[config.mk]
export PLATFORM = sky130hd
export DESIGN_NAME = mi3_queue
export DESIGN_NICKNAME = d
export VERILOG_FILES = /design/src/hw/rtl/mi3_pkg.sv /design/src/hw/rtl/mi3_queue.sv
export SDC_FILE = /design/constraint.sdc
export NUM_CORES = 2
export LEC_CHECK = 0
export BUFFER_PORTS_ARGS = -buffer_cell sky130_fd_sc_hd__buf_2
export CORE_AREA = 5 5 534 536
export CTS_CLUSTER_SIZE = 14
export DETAILED_ROUTE_END_ITERATION = 10
export DIE_AREA = 0 0 539 541
export PLACE_DENSITY = 0.62
export SLEW_MARGIN = 20
export SYNTH_ARGS = -nofsm -noshare
export SYNTH_HDL_FRONTEND = slang
export SYNTH_SLANG_ARGS = --single-unit
[constraint.sdc]
create_clock -name clk -period 46.3 [get_ports clk]
set_input_delay 6.945 -clock clk [delete_from_list [all_inputs] [get_ports clk]]
set_output_delay 6.945 -clock clk [all_outputs]
set_load 0.03 [all_outputs]
[src/hw/rtl/mi3_pkg.sv]
// Shared types and constants for the 3x3 matrix inverse unit.
package mi3_pkg;

  localparam int unsigned ELEM_W   = 32;
  localparam int unsigned N_ELEM   = 9;
  localparam int unsigned PROD_W   = 64;
  localparam int unsigned CMAG_W   = 64;
  localparam int unsigned DET_W    = 97;
  localparam int unsigned DMAG_W   = 96;
  localparam int unsigned Q_BITS   = 32;
  localparam int unsigned NUM_W    = CMAG_W + Q_BITS;
  localparam int unsigned CMP_W    = 128;
  localparam int unsigned QUEUE_DEPTH_DEF = 4;

  typedef logic signed [ELEM_W-1:0] elem_t;

  typedef struct packed {
    logic [DMAG_W-1:0]              dmag;
    logic                           dneg;
    logic                           sing;
    logic [N_ELEM-1:0][CMAG_W-1:0]  cmag;
    logic [N_ELEM-1:0]              cneg;
  } entry_t;

endpackage

[src/hw/rtl/mi3_queue.sv]
// Short queue that decouples the front end from the divider back end.
module mi3_queue #(
  parameter int unsigned DEPTH = mi3_pkg::QUEUE_DEPTH_DEF
) (
  input  logic             clk,
  input  logic             rst_n,
  input  logic             push,
  input  mi3_pkg::entry_t  push_entry,
  output logic             full,
  input  logic             pop,
  output logic             head_valid,
  output mi3_pkg::entry_t  head_entry
);
  import mi3_pkg::*;

  localparam int unsigned PW = (DEPTH > 1) ? $clog2(DEPTH) : 1;
  localparam int unsigned CW = $clog2(DEPTH + 1);

  entry_t         mem_r [DEPTH];
  logic [PW-1:0]  wp_r;
  logic [PW-1:0]  rp_r;
  logic [CW-1:0]  cnt_r;
  logic           do_pop;

  assign full       = (cnt_r == CW'(DEPTH));
  assign head_valid = (cnt_r != '0);
  assign head_entry = mem_r[rp_r];
  assign do_pop     = pop & head_valid;

  always_ff @(posedge clk) begin
    if (!rst_n) begin
      wp_r  <= '0;
      rp_r  <= '0;
      cnt_r <= '0;
    end else begin
      if (push) begin
        wp_r <= (wp_r == PW'(DEPTH - 1)) ? '0 : wp_r + 1'b1;
      end
      if (do_pop) begin
        rp_r <= (rp_r == PW'(DEPTH - 1)) ? '0 : rp_r + 1'b1;
      end
      if (push && !do_pop) begin
        cnt_r <= cnt_r + 1'b1;
      end else if (!push && do_pop) begin
        cnt_r <= cnt_r - 1'b1;
      end
    end
  end

  always_ff @(posedge clk) begin
    if (push) begin
      mem_r[wp_r] <= push_entry;
    end
  end

endmodule

* Word level (Yosys, flattened, before mapping) *
Memory sizes are Yosys's and may differ from the RTL's. A register that Yosys moved wholly into a read port is not among the register bits.
Index checks and enable logic that the tools add are counted.

storage, ports and cells
  bits in registers = 7
  memory bits (writable) = 2732
  input port bits = 687
  output and inout port bits = 685
  memories = 1

cells by class
  $add $sub $neg = 4
  equality and inequality tests = 3
  muxes and demuxes = 8
  bitwise operators = 1
  reductions and logical operators = 6

memory list
  memory  depth  width  rd ports  clocked after memory_dff  wr ports  line             text
  mem_r   4      683    1         1                         1         mi3_queue.sv:19  entry_t mem_r [DEPTH];

operators with widths
  kind                   count
  $mux W2                4
  $mux W3                2
  $add A2 B1 Y2 const B  2
  $eq A2 B2 Y1 const B   2
  $add A3 B1 Y3 const B  1
  $eq A3 B3 Y1 const B   1
  $reduce_bool A3 Y1     1
  $sub A3 B1 Y3 const B  1
  $logic_and A1 B1 Y1    2
  $logic_not A1 Y1       2
  $mux W1                2
  $reduce_bool A2 Y1     1
  $and A1 B1 Y1          1

* Depth between registers and ports, before layout *
  depth in word-level cells = 5
  gate-level depth with buffers = 7

* Worst setup path after synthesis *
Ideal clock, no wire load.

  path type = input -> register
  start point = input port push
  end point = memory mem_r[0][0] (netlist name), enable pin
  setup time = 1137 ps
  arrival = 22248 ps
  required time = 45163 ps
  setup slack = 22916 ps
  stages = 1
  path buffers = 0
  cells stage by stage = and2_1

between the ends
  longest elaborated chain between the ends = 2

ends and longest elaborated chain
  element                        line             text
  start: declaration             mi3_queue.sv:7   input logic push,
  $mux W1                        mi3_queue.sv:51  if (push) begin
  $mux W1 (implied by the code)  mi3_queue.sv:52  mem_r[wp_r] <= push_entry;
  end: declaration               mi3_queue.sv:19

No other way between the ends.

==> flow_summary.json <==
{
  "cts_tree": "done",
  "dr.pass1.iters": 5,
  "finalHoldViolCount": 0,
  "fin_area_mm2": 0.120,
  "cts.sinks": 2741,
  "area_growth_pct": 19.9,
  "gp_congestion": 0.799,
  "ios": 1372,
  "setup_viol": 0,
  "slew_viol_final": 0,
  "period_minus_slack_ns": 12.58,
  "viasPerCell": 5.00,
  "critPathLaunchType": "register",
  "numCtsBuffers": 290,
  "pre_cts_slack_ns": 34.17,
  "synth_nets": 4307,
  "cts_root_buf": "clkbuf_16",
  "clkTransAtPathRegs_ns": 0.06,
  "dr_wl_met3_um": 29400,
  "drive_gt1_share_pct": 46.6,
  "ys_seq_area_share_pct": 82.4,
  "htreeDepth": 5,
  "cap_viol_max_count": 0,
  "routedWlPerCell_um": 27.4,
  "drc": 0,
  "coreArea_mm2": 0.280,
  "netlist_instances": 3613,
  "cp_max_fo": 96,
  "syn_area_per_cell_um2": 27.6,
  "cts_hold_buf": 0,
  "final_nets": 5884,
  "reg2regPathDepth": 8,
  "die_y_um": 541,
  "die-area_mm2": 0.292,
  "p_per_area_mw_per_mm2": 56.5,
  "drt_iter0_drc": 4110,
  "worst_slack_ns": 33.72,
  "cp.required_ns": 39.35,
  "slew-limit-headroom_pct": 24.5,
  "top_layer_used": "met5",
  "vias": 46200,
  "vdd_drop_max_mv": 0.0451,
  "port_buffers": 1371,
  "grt_pass1_wl_um": 357000,
  "hpwl_um": 169000,
  "power_leakage_uw": 0.0392,
  "wl_met1_um": 92600,
  "worstPathArrival_ns": 5.63,
  "grt_max_degree": 143,
  "postRouteAntennaNets": 0,
  "fmax_ghz": 0.0795,
  "whs_path_depth": 2,
  "yosysUniqueCellTypes": 24,
  "post-route-period-util_pct": 27.2,
  "end_kind": "output port",
  "clockBufferDepth": 4,
  "initial_utilization_pct": 35.6,
  "hold_class": "register to register",
  "fp-row-count": 195,
  "finClkSkew_ns": 0.0477,
  "track_usage_pct": 16.8,
  "grt-ovfl-total": 0,
  "post_cts_resized": 0,
  "place_area_mm2": 0.110,
  "rsz0062_at_grt": "false",
  "finalSetupTns_ns": 0,
  "die_w_um": 539,
  "worstSetupPathType": "register to output port",
  "clk_latency_ns": 0.85,
  "fin_hold_ws_ns": 0.531,
  "grt_pass1_vias": 47500,
  "synth_area_mm2": 0.0998,
  "antenna_found_initial": 199,
  "worstMarginPinSlew_ns": 1.13,
  "met2_length_um": 122000,
  "ys_ff_latch": 2741,
  "wl_um": 253000,
  "yosys_warnings": 0,
  "postCtsSetupRepairBufs": 0,
  "status": "complete, no violations"
}
## worst paths after layout
| check | from | endpoint | slack (ns) |
|---|---|---|---|
| max | register | head_entry[282] | 33.72 |
| min | cnt_r[2]$_SDFFE_PN0P_ | cnt_r[2]$_SDFFE_PN0P_ | 0.53 |
| max reg2reg | wp_r[1]$_SDFFE_PN0P_ | mem_r[1][270]$_DFFE_PP_ | 40.92 |
| min reg2reg | cnt_r[2]$_SDFFE_PN0P_ | cnt_r[2]$_SDFFE_PN0P_ | 0.53 |
## critical path: stages (launching register included)
cell,delay (ns)
dfxtp_4,0.78
buf_12,0.65
buf_4,0.69
buf_4,0.77
buf_4,0.75
mux4_2,0.59
buf_2,0.21
## cell usage in the layout (no fill, tap or decap), types with 3 or more instances in the layout
| master | instances |
|---|---|
| mux4_2 | 683 |
| clkinv_16 | 10 |
| clkbuf_1 | 58 |
| buf_4 | 54 |
| diode_2 | 74 |
| ha_1 | 6 |
| bufinv_16 | 22 |
| inv_1 | 3 |
| edfxtp_1 | 2732 |
| clkinv_8 | 6 |
| nor2b_1 | 3 |
| inv_16 | 4 |
| clkinv_1 | 60 |
| o21ai_0 | 3 |
| clkinv_2 | 44 |
| and2_4 | 4 |
| mux2i_1 | 3 |
| clkinvlp_4 | 8 |
| clkbuf_16 | 295 |
| dfxtp_1 | 7 |
| inv_6 | 7 |
| buf_2 | 1371 |
| buf_12 | 9 |
## layer usage
metal | vias up | global-route usage [%]
met5 | - | 0
met4 | 152 | 5.10
met3 | 614 | 7.58
met2 | 2077 | 26.9
met1 | 24200 | 20.5
li1 | 19100 | -
## logic make-up after synthesis
group | Yosys count | synth area share, %
flip-flops | 2741 | 82.4
multiplexers | 686 | 15.5
AO/OA/AOI/OAI | 5 | 0.0301
buffers and inverters | 155 | 1.89
adder cells (fa/ha/maj) | 7 | 0.0953
XOR/XNOR | 2 | 0.0176
AND/OR/NAND/NOR | 17 | 0.0953
## final cells by class
cell class	count	area, µm²
tap	3743	4680
clock buffer	353	7600
antenna	74	185
sequential	2741	82200
timing repair buffer	1437	7510
multi-input combinational	717	15700
inverter	3	11.3
clock inverter	163	1730
fill	24000	161000
## metrics by stage
| step | instances | util (%) | total power [µW] |
|---|---|---|---|
| after floorplan | 3613 | - | 4220 |
| after global placement | 8639 | 39.3 | 4590 |
| after detailed placement | 8640 | 39.3 | 4590 |
| after CTS | 9156 | 42.6 | 6860 |
| after global routing | 9175 | 42.6 | 7040 |
| final | 9231 | 42.7 | 6760 |
## power breakdown
part / switching (µW) / internal [µW]
clock: 953 / 1310
sequential: 31.8 / 2850
combinational: 1060 / 557
total: 2050 / 4710
## sequential cells by signal, summed over array words and instances (netlist names), named ones only
register,flops
cnt_r,3
mem_r,2732
rp_r,2
wp_r,2
## Yosys cell counts
cell type     n  share of area [%]
a21boi_0      1             0.0075
and2_1        5              0.031
buf_12       74                1.5
buf_2        69               0.35
buf_4         1             0.0075
buf_6         1              0.011
clkbuf_1      7              0.026
dfxtp_1       9               0.18
edfxtp_1   2732                 82
fa_1          1              0.020
ha_1          6              0.075
inv_1         3              0.011
mux2i_1       3              0.030
mux4_2      683                 15
nand2_1       2             0.0075
nand3_1       2              0.010
nor2_1        2             0.0075
nor2b_1       3              0.019
nor3b_1       1             0.0075
o21ai_0       3              0.015
o31ai_1       1             0.0075
or3_1         2              0.013
xnor2_1       1             0.0088
xor2_1        1             0.0088
Power figures use the tool's default switching activity.
